## config.mk

```make
export PLATFORM = sky130hd
export DESIGN_NAME = keypad_matrix_debounce_scanner
export DESIGN_NICKNAME = d
export VERILOG_FILES = /design/src/rtl/kmds_pkg.sv /design/src/rtl/keypad_matrix_debounce_scanner.sv /design/src/rtl/kmds_key_ring.sv /design/src/rtl/kmds_key_eval.sv
export SDC_FILE = /design/constraint.sdc
export NUM_CORES = 2
export LEC_CHECK = 0
export BUFFER_PORTS_ARGS = -buffer_cell sky130_fd_sc_hd__buf_2
export CELL_PAD_IN_SITES_DETAIL_PLACEMENT = 1
export CELL_PAD_IN_SITES_GLOBAL_PLACEMENT = 1
export CORE_ASPECT_RATIO = 1.4
export CORE_MARGIN = 1.5
export CORE_UTILIZATION = 30
export CTS_CLUSTER_DIAMETER = 150
export CTS_CLUSTER_SIZE = 40
export DETAILED_ROUTE_END_ITERATION = 8
export GPL_ROUTABILITY_DRIVEN = 0
export GPL_TIMING_DRIVEN = 1
export PLACE_DENSITY_LB_ADDON = 0.1
export SETUP_SLACK_MARGIN = 0.05
export SYNTH_ARGS = -nofsm -noshare
export SYNTH_HDL_FRONTEND = slang
export SYNTH_SLANG_ARGS = --single-unit
```

## constraint.sdc

```tcl
create_clock -name aclk -period 59.2 [get_ports aclk]
set_input_delay 2.96 -clock aclk [delete_from_list [all_inputs] [get_ports aclk]]
set_output_delay 2.96 -clock aclk [all_outputs]
set_load 0.01 [all_outputs]
```

## src/rtl/kmds_pkg.sv

```systemverilog
`default_nettype none

package kmds_pkg;

    localparam int NUM_POS    = 64;
    localparam int POS_W      = 6;
    localparam int STAMP_W    = 32;
    localparam int DEB_W      = 10;
    localparam int CFG_IDX_W  = 4;
    localparam int CFG_DATA_W = 64;
    localparam int IN_DATA_W  = 96;
    localparam int OUT_DATA_W = 16;

    localparam logic [DEB_W-1:0]   DEBOUNCE_RST = 10'd20;
    localparam logic [POS_W-1:0]   ALPHA_RST    = 6'd0;
    localparam logic [POS_W-1:0]   SHIFT_RST    = 6'd1;
    localparam logic [POS_W-1:0]   LAST_POS     = 6'd63;

    typedef enum logic [CFG_IDX_W-1:0] {
        CFG_DEBOUNCE_MS  = 4'd0,
        CFG_PRESENT_MASK = 4'd1,
        CFG_ALPHA_KEY    = 4'd2,
        CFG_SHIFT_KEY    = 4'd3
    } cfg_reg_t;

    typedef enum logic [1:0] {
        ST_IDLE,
        ST_WALK,
        ST_HOLD
    } scan_state_t;

    // Per-key stored state, as it sits at the head of the ring.
    typedef struct packed {
        logic               raw;
        logic               rep;
        logic [STAMP_W-1:0] stamp;
    } key_state_t;

    // What the evaluator needs to know about the key under the head.
    typedef struct packed {
        logic               present;
        logic               reading;
        logic [POS_W-1:0]   pos;
        logic [STAMP_W-1:0] now;
        logic [DEB_W-1:0]   debounce;
        logic [POS_W-1:0]   alpha_idx;
        logic [POS_W-1:0]   shift_idx;
    } key_probe_t;

    typedef struct packed {
        logic hit;
        logic toggle_alpha;
        logic toggle_shift;
    } key_verdict_t;

endpackage

`default_nettype wire

```

## src/rtl/keypad_matrix_debounce_scanner.sv

```systemverilog
`default_nettype none

// Channel  | Direction | Payload (low bit first)
// s_       | in        | tdata: now_ms[31:0], pressed_bits[63:0]
// m_       | out       | tdata: key_valid, key_index[5:0], alpha_on, shift_on, 7 zero bits
// cfg_     | in        | cfg_index selects the register, cfg_data carries the value
//
// A scan accepts its input, walks all 64 key positions, one key position per cycle,
// through the rotating key-state ring and the input bit shifters, and then posts the
// result. A stalled result register holds the scan in its final state until m_tready
// frees it; a new scan is accepted only while idle.
// Reset is synchronous, active low, and clears all key state and mode flags.

module keypad_matrix_debounce_scanner #(
    parameter int ROWS = 8,
    parameter int COLS = 8
) (
    input  wire                                 aclk,
    input  wire                                 aresetn,
    input  wire                                 s_tvalid,
    output logic                                s_tready,
    input  wire  [kmds_pkg::IN_DATA_W-1:0]      s_tdata,   // now_ms[31:0], pressed_bits[95:32]
    output logic                                m_tvalid,
    input  wire                                 m_tready,
    output logic [kmds_pkg::OUT_DATA_W-1:0]     m_tdata,   // key_valid[0], key_index[6:1],
                                                           // alpha_on[7], shift_on[8], zero
    input  wire                                 cfg_valid,
    output logic                                cfg_ready,
    input  wire  [kmds_pkg::CFG_IDX_W-1:0]      cfg_index,
    input  wire  [kmds_pkg::CFG_DATA_W-1:0]     cfg_data
);
    import kmds_pkg::*;

    localparam logic [POS_W:0] KEY_COUNT = (POS_W+1)'(ROWS * COLS);

    scan_state_t        state_reg, state_next;
    logic [POS_W-1:0]   cnt_reg, cnt_next;
    logic [STAMP_W-1:0] now_reg, now_next;
    logic [NUM_POS-1:0] bits_sr_reg, bits_sr_next;
    logic [NUM_POS-1:0] mask_sr_reg, mask_sr_next;
    logic               found_valid_reg, found_valid_next;
    logic [POS_W-1:0]   found_idx_reg, found_idx_next;
    logic               alpha_mode_reg, alpha_mode_next;
    logic               shift_mode_reg, shift_mode_next;
    logic               m_valid_reg, m_valid_next;
    logic [OUT_DATA_W-1:0] m_data_reg, m_data_next;

    logic [DEB_W-1:0]   debounce_reg;
    logic [NUM_POS-1:0] present_mask_reg;
    logic [POS_W-1:0]   alpha_key_reg;
    logic [POS_W-1:0]   shift_key_reg;

    key_probe_t   probe;
    key_state_t   head;
    key_state_t   upd;
    key_verdict_t verdict;
    logic         walking;
    logic         out_free;

    assign cfg_ready = 1'b1;
    assign s_tready  = (state_reg == ST_IDLE);
    assign m_tvalid  = m_valid_reg;
    assign m_tdata   = m_data_reg;
    assign walking   = (state_reg == ST_WALK);
    assign out_free  = !m_valid_reg || m_tready;

    always_ff @(posedge aclk) begin
        if (!aresetn) begin
            debounce_reg     <= DEBOUNCE_RST;
            present_mask_reg <= '1;
            alpha_key_reg    <= ALPHA_RST;
            shift_key_reg    <= SHIFT_RST;
        end else if (cfg_valid) begin
            case (cfg_index)
                CFG_DEBOUNCE_MS:  debounce_reg     <= cfg_data[DEB_W-1:0];
                CFG_PRESENT_MASK: present_mask_reg <= cfg_data[NUM_POS-1:0];
                CFG_ALPHA_KEY:    alpha_key_reg    <= cfg_data[POS_W-1:0];
                CFG_SHIFT_KEY:    shift_key_reg    <= cfg_data[POS_W-1:0];
                default: ;
            endcase
        end
    end

    always_comb begin
        probe.present   = mask_sr_reg[0] && ({1'b0, cnt_reg} < KEY_COUNT);
        probe.reading   = bits_sr_reg[0];
        probe.pos       = cnt_reg;
        probe.now       = now_reg;
        probe.debounce  = debounce_reg;
        probe.alpha_idx = alpha_key_reg;
        probe.shift_idx = shift_key_reg;
    end

    kmds_key_ring u_ring (
        .aclk      (aclk),
        .aresetn   (aresetn),
        .shift_en  (walking),
        .new_entry (upd),
        .head      (head)
    );

    kmds_key_eval u_eval (
        .probe   (probe),
        .cur     (head),
        .upd     (upd),
        .verdict (verdict)
    );

    always_comb begin
        state_next       = state_reg;
        cnt_next         = cnt_reg;
        now_next         = now_reg;
        bits_sr_next     = bits_sr_reg;
        mask_sr_next     = mask_sr_reg;
        found_valid_next = found_valid_reg;
        found_idx_next   = found_idx_reg;
        alpha_mode_next  = alpha_mode_reg;
        shift_mode_next  = shift_mode_reg;
        m_valid_next     = m_tready ? 1'b0 : m_valid_reg;
        m_data_next      = m_data_reg;

        case (state_reg)
            ST_IDLE: begin
                if (s_tvalid) begin
                    now_next         = s_tdata[STAMP_W-1:0];
                    bits_sr_next     = s_tdata[STAMP_W +: NUM_POS];
                    mask_sr_next     = present_mask_reg;
                    cnt_next         = '0;
                    found_valid_next = 1'b0;
                    found_idx_next   = '0;
                    state_next       = ST_WALK;
                end
            end
            ST_WALK: begin
                bits_sr_next = bits_sr_reg >> 1;
                mask_sr_next = mask_sr_reg >> 1;
                cnt_next     = cnt_reg + 1'b1;
                if (verdict.toggle_alpha) begin
                    alpha_mode_next = !alpha_mode_reg;
                end
                if (verdict.toggle_shift) begin
                    shift_mode_next = !shift_mode_reg;
                end
                // Later keys overwrite earlier ones.
                if (verdict.hit) begin
                    found_valid_next = 1'b1;
                    found_idx_next   = cnt_reg;
                end
                if (cnt_reg == LAST_POS) begin
                    state_next = ST_HOLD;
                end
            end
            ST_HOLD: begin
                if (out_free) begin
                    shift_mode_next = found_valid_reg ? 1'b0 : shift_mode_reg;
                    m_valid_next    = 1'b1;
                    m_data_next     = {7'b0, shift_mode_next, alpha_mode_reg,
                                       found_idx_reg, found_valid_reg};
                    state_next      = ST_IDLE;
                end
            end
            default: state_next = ST_IDLE;
        endcase
    end

    always_ff @(posedge aclk) begin
        if (!aresetn) begin
            state_reg       <= ST_IDLE;
            cnt_reg         <= '0;
            found_valid_reg <= 1'b0;
            found_idx_reg   <= '0;
            alpha_mode_reg  <= 1'b0;
            shift_mode_reg  <= 1'b0;
            m_valid_reg     <= 1'b0;
        end else begin
            state_reg       <= state_next;
            cnt_reg         <= cnt_next;
            found_valid_reg <= found_valid_next;
            found_idx_reg   <= found_idx_next;
            alpha_mode_reg  <= alpha_mode_next;
            shift_mode_reg  <= shift_mode_next;
            m_valid_reg     <= m_valid_next;
        end
    end

    always_ff @(posedge aclk) begin
        now_reg     <= now_next;
        bits_sr_reg <= bits_sr_next;
        mask_sr_reg <= mask_sr_next;
        m_data_reg  <= m_data_next;
    end

    a_accept_starts_walk: assert property (@(posedge aclk) disable iff (!aresetn)
        (s_tvalid && s_tready) |=> (walking && !s_tready))
        else $error("accepted scan did not start the walk");

    a_idle_counter_zero: assert property (@(posedge aclk) disable iff (!aresetn)
        (walking && cnt_reg == LAST_POS) |=> (state_reg == ST_HOLD && cnt_reg == '0))
        else $error("walk did not end after the last key position");

    a_key_clears_shift: assert property (@(posedge aclk) disable iff (!aresetn)
        m_tvalid |-> !(m_tdata[0] && m_tdata[8]))
        else $error("reported key left shift mode set");

    a_no_key_zero_index: assert property (@(posedge aclk) disable iff (!aresetn)
        (m_tvalid && !m_tdata[0]) |-> (m_tdata[6:1] == '0))
        else $error("key index nonzero without a reported key");

endmodule

`default_nettype wire

```

## src/rtl/kmds_key_ring.sv

```systemverilog
`default_nettype none

module kmds_key_ring (
    input  wire                 aclk,
    input  wire                 aresetn,
    input  wire                 shift_en,
    input  wire kmds_pkg::key_state_t new_entry,
    output kmds_pkg::key_state_t head
);
    import kmds_pkg::*;

    logic [NUM_POS-1:0] raw_reg;
    logic [NUM_POS-1:0] rep_reg;
    logic [STAMP_W-1:0] stamp_reg [NUM_POS];

    assign head.raw   = raw_reg[0];
    assign head.rep   = rep_reg[0];
    assign head.stamp = stamp_reg[0];

    // Rotate by one key per cycle while shift_en is high; a full walk of NUM_POS shifts realigns the ring.
    always_ff @(posedge aclk) begin
        if (!aresetn) begin
            raw_reg <= '0;
            rep_reg <= '0;
            for (int i = 0; i < NUM_POS; i++) begin
                stamp_reg[i] <= '0;
            end
        end else if (shift_en) begin
            raw_reg <= {new_entry.raw, raw_reg[NUM_POS-1:1]};
            rep_reg <= {new_entry.rep, rep_reg[NUM_POS-1:1]};
            for (int i = 0; i < NUM_POS - 1; i++) begin
                stamp_reg[i] <= stamp_reg[i+1];
            end
            stamp_reg[NUM_POS-1] <= new_entry.stamp;
        end
    end

endmodule

`default_nettype wire

```

## src/rtl/kmds_key_eval.sv

```systemverilog
`default_nettype none

module kmds_key_eval (
    input  wire kmds_pkg::key_probe_t probe,
    input  wire kmds_pkg::key_state_t cur,
    output kmds_pkg::key_state_t   upd,
    output kmds_pkg::key_verdict_t verdict
);
    import kmds_pkg::*;

    logic [STAMP_W-1:0] stamp_new;
    logic [STAMP_W-1:0] elapsed;
    logic               settled;
    logic               update;
    logic               press;
    logic               is_alpha;
    logic               is_shift;

    always_comb begin
        stamp_new = (probe.present && (probe.reading != cur.raw)) ? probe.now : cur.stamp;
        elapsed   = probe.now - stamp_new;
        settled   = elapsed >= {{(STAMP_W-DEB_W){1'b0}}, probe.debounce};
        update    = probe.present && settled && (probe.reading != cur.rep);
        press     = update && probe.reading;
        // Alpha takes precedence when both toggles name the same key.
        is_alpha  = press && (probe.pos == probe.alpha_idx);
        is_shift  = press && !is_alpha && (probe.pos == probe.shift_idx);

        upd.stamp = stamp_new;
        upd.rep   = update ? probe.reading : cur.rep;
        // Hold the raw level of a toggle key on its new press.
        upd.raw   = (probe.present && !is_alpha && !is_shift) ? probe.reading : cur.raw;

        verdict.hit          = press && !is_alpha && !is_shift;
        verdict.toggle_alpha = is_alpha;
        verdict.toggle_shift = is_shift;
    end

endmodule

`default_nettype wire

```

==> impl_metrics.toml <==
[drt]
via_per_inst = 4.56
drt_pass1_iterations = 5
drt-initial-drc-count = 3483
detail-route-antenna-nets = 0
finalWirelength_um = 194000
drc = 0
wl_per_cell_um = 18.5
num_vias = 47959

[power]
clkPwrFrac_pct = 25.0
switching_share_pct = 23.4
p_int_mw = 2.35
vdd_ir_drop_max_v = 0.0000178
p_sw_uw = 719
combinationalPowerShare_pct = 7.3
power_mw = 3.07
leakage_nw = 39.9
pwr_density_cell_nw_per_um2 = 30.6
seqPwrFrac_pct = 67.6

[worst_setup_path]
crit_arrival_ps = 7690
crit_path_max_fanout = 120
worst-path-buf-inv = 7
path_cells = "buf_8 -> buf_4 -> buf_4 -> buf_4 -> buf_4 -> buf_4 -> buf_4 -> and3_1"
endpoint_kind = "flip-flop"
path_delay_family = "buffers and inverters"
cp_common_cell = "buf_4"
max_stage_delay_ps = 870
critPathSlowestCell = "buf_4"
cp-start-kind = "input pin"
worstSetupPathType = "in2reg"
critPathRequiredTime_ps = 59850

[floorplanning]
initial_utilization_pct = 30.1
die_w_um = 474
pin_count = 188
core-area_um2 = 310000
die_height_um = 663
rows = 242
dieArea_um2 = 314000

[layout]
mostFrequentLayoutCells = "2217 x edfxtp_1, 1094 x and3_1, 936 x and2_1"
drive_gt1_share_pct = 5.50
final.fill_count = 32135
ff_latch_area_um2 = 71200
multi_input_area_um2 = 20200
largest_register_ffs = 2048
layout_commonest_cell = "edfxtp_1"
final_nets = 6524
syn2layout_area_growth_pct = 7.63

[yosys]
yosysUniqueCellTypes = 73
synth-main-ff-cell = "edfxtp_1"
ys_seq_elements = 2449
synthArstFlopShare_pct = 0
synth_top_cell_by_area = "edfxtp_1"
synth-edff-count = 2217
synth.top_cell.area_share_pct = 71.4
ys_warn_count = 0
syn_area_um2 = 93300
synthCells = 6466
synth_area_per_cell_um2 = 14.4
synthTopCellsByArea = "edfxtp_1 71%, and3_1 7.3%, and2_1 6.3%, dfxtp_1 5.0%, nand2_1 3.3%"
seq_area_frac_synth_pct = 76.4

[clocking]
cts_resized = 0
tritoncts = "done"
post_cts_buffers = 0
cts.sinks = 2449
cts.hold.buffers_added = 0
clock_path_buffers = 3
clk_pin_slew_worst_paths_ps = 150
h-tree-depth = 3
ctsRootBufferMaster = "clkbuf_16"
clkLatencyLatePin_ps = 780
cts_made_buffers = 72

[timing]
relSlewSlack_pct = 19.8
finClkSkew_ps = 50.1
setup_ws_ps = 52160
tns_ps = 0
finalCriticalPeriod_ps = 7040
max_freq_mhz = 142
setup_viol = 0
tightestPinTransition_ps = 1200
hold_viol = 0
rsz0062_at_grt = "false"
finalMaxSlewViolations = 0
post-route-period-util_pct = 11.9

[grt]
grt_pass1_wl_um = 308000
track_usage_pct = 12.2
grt_max_degree = 298
grt_pass1_vias = 50321
overflow = 0
antenna_found_initial = 18

[hold_path]
hp-class = "reg2reg"

[place]
portBuffers = 179
place_hpwl_um = 106000
dpl_worst_slack_ps = 51100

[run_status]
outcome = "completed"

[flow_run]
max_cap_viol_count = 0
==> final timing paths <==
path | slack [ps] | end | from | depth (start not counted)
max reg2reg | 52400 | shift_mode_reg$_SDFFE_PN0P_ | bits_sr_reg[0]$_DFFE_PP_ | 22
max | 52160 | u_ring.stamp_reg[0][26]$_SDFFCE_PN0P_ | aresetn | 8
min | 440 | u_ring.rep_reg[16]$_SDFFE_PN0P_ | u_ring.rep_reg[17]$_SDFFE_PN0P_ | 2
min reg2reg | 440 | u_ring.rep_reg[16]$_SDFFE_PN0P_ | u_ring.rep_reg[17]$_SDFFE_PN0P_ | 2
==> Yosys cell counts, drive strengths merged (5+ instances only) <==
master / instances
edfxtp: 2217
and3: 1094
and2: 938
nand2: 821
clkbuf: 453
dfxtp: 232
a21oi: 179
nand3: 86
nor2: 80
mux2i: 49
ha: 39
o21ai: 27
inv: 26
buf: 24
xnor2: 21
xor2: 16
nand2b: 13
nand4: 12
nor2b: 11
nor3: 10
o211ai: 10
a21o: 8
a31oi: 7
a221oi: 6
nor4: 6
o31ai: 6
a211oi: 5
o21bai: 5
==> worst min-delay path, stage by stage (launching register included) <==
cell and delay, ps:
dfxtp_1 330, nand2_1 50, a21oi_1 50
==> kinds of logic after synthesis <==
logic type | count (synthesis) | synth area share (%)
and+or+nand+nor | 3090 | 18.2
DFF | 2449 | 76.4
buffers and inverters | 503 | 2.07
AOI/OAI and AO/OA | 292 | 1.88
muxes | 50 | 0.538
adders and majority gates | 43 | 0.577
xor gates and xnor gates | 37 | 0.355
other | 2 | 0.00805
==> metrics by stage <==
stage	cells	utilization, %	instance area [um2]	hold WS, ps
3_5_place_dp	10389	31.7	98200	426
4_1_cts	10517	32.4	100000	460
3_3_place_gp	10389	31.7	98200	428
2_1_floorplan	6472	-	93300	409
5_1_grt	10518	32.4	100000	472
6_report	10519	32.4	100000	444
==> power by group through the flow <==
stage               clock (mW)  sequential, mW  combinational, mW
floorplan                    0            2.32              0.160
global placement             0            2.12              0.229
detailed placement           0            2.12              0.232
CTS                      0.822            2.08              0.234
global route             0.861            2.09              0.256
finish                   0.769            2.08              0.225
==> final cells by class <==
cell class,instances,area share [%]
clock buffer,119,2.01
clock inverter,9,0.170
tap,4148,5.17
antenna,2,0.00499
multi-input combinational,3520,20.1
timing repair buffer,246,1.49
sequential,2449,70.9
inverter,26,0.102
==> per-layer routing <==
| layer | vias to the layer above | wire length, um | track usage, % |
|---|---|---|---|
| li1 | 22670 | - | - |
| met1 | 24771 | 93400 | 17.4 |
| met2 | 339 | 92100 | 19.8 |
| met3 | 157 | 4830 | 1.50 |
| met4 | 22 | 3750 | 2.64 |
| met5 | - | 146 | 0 |
Power figures use the tool's default switching activity.
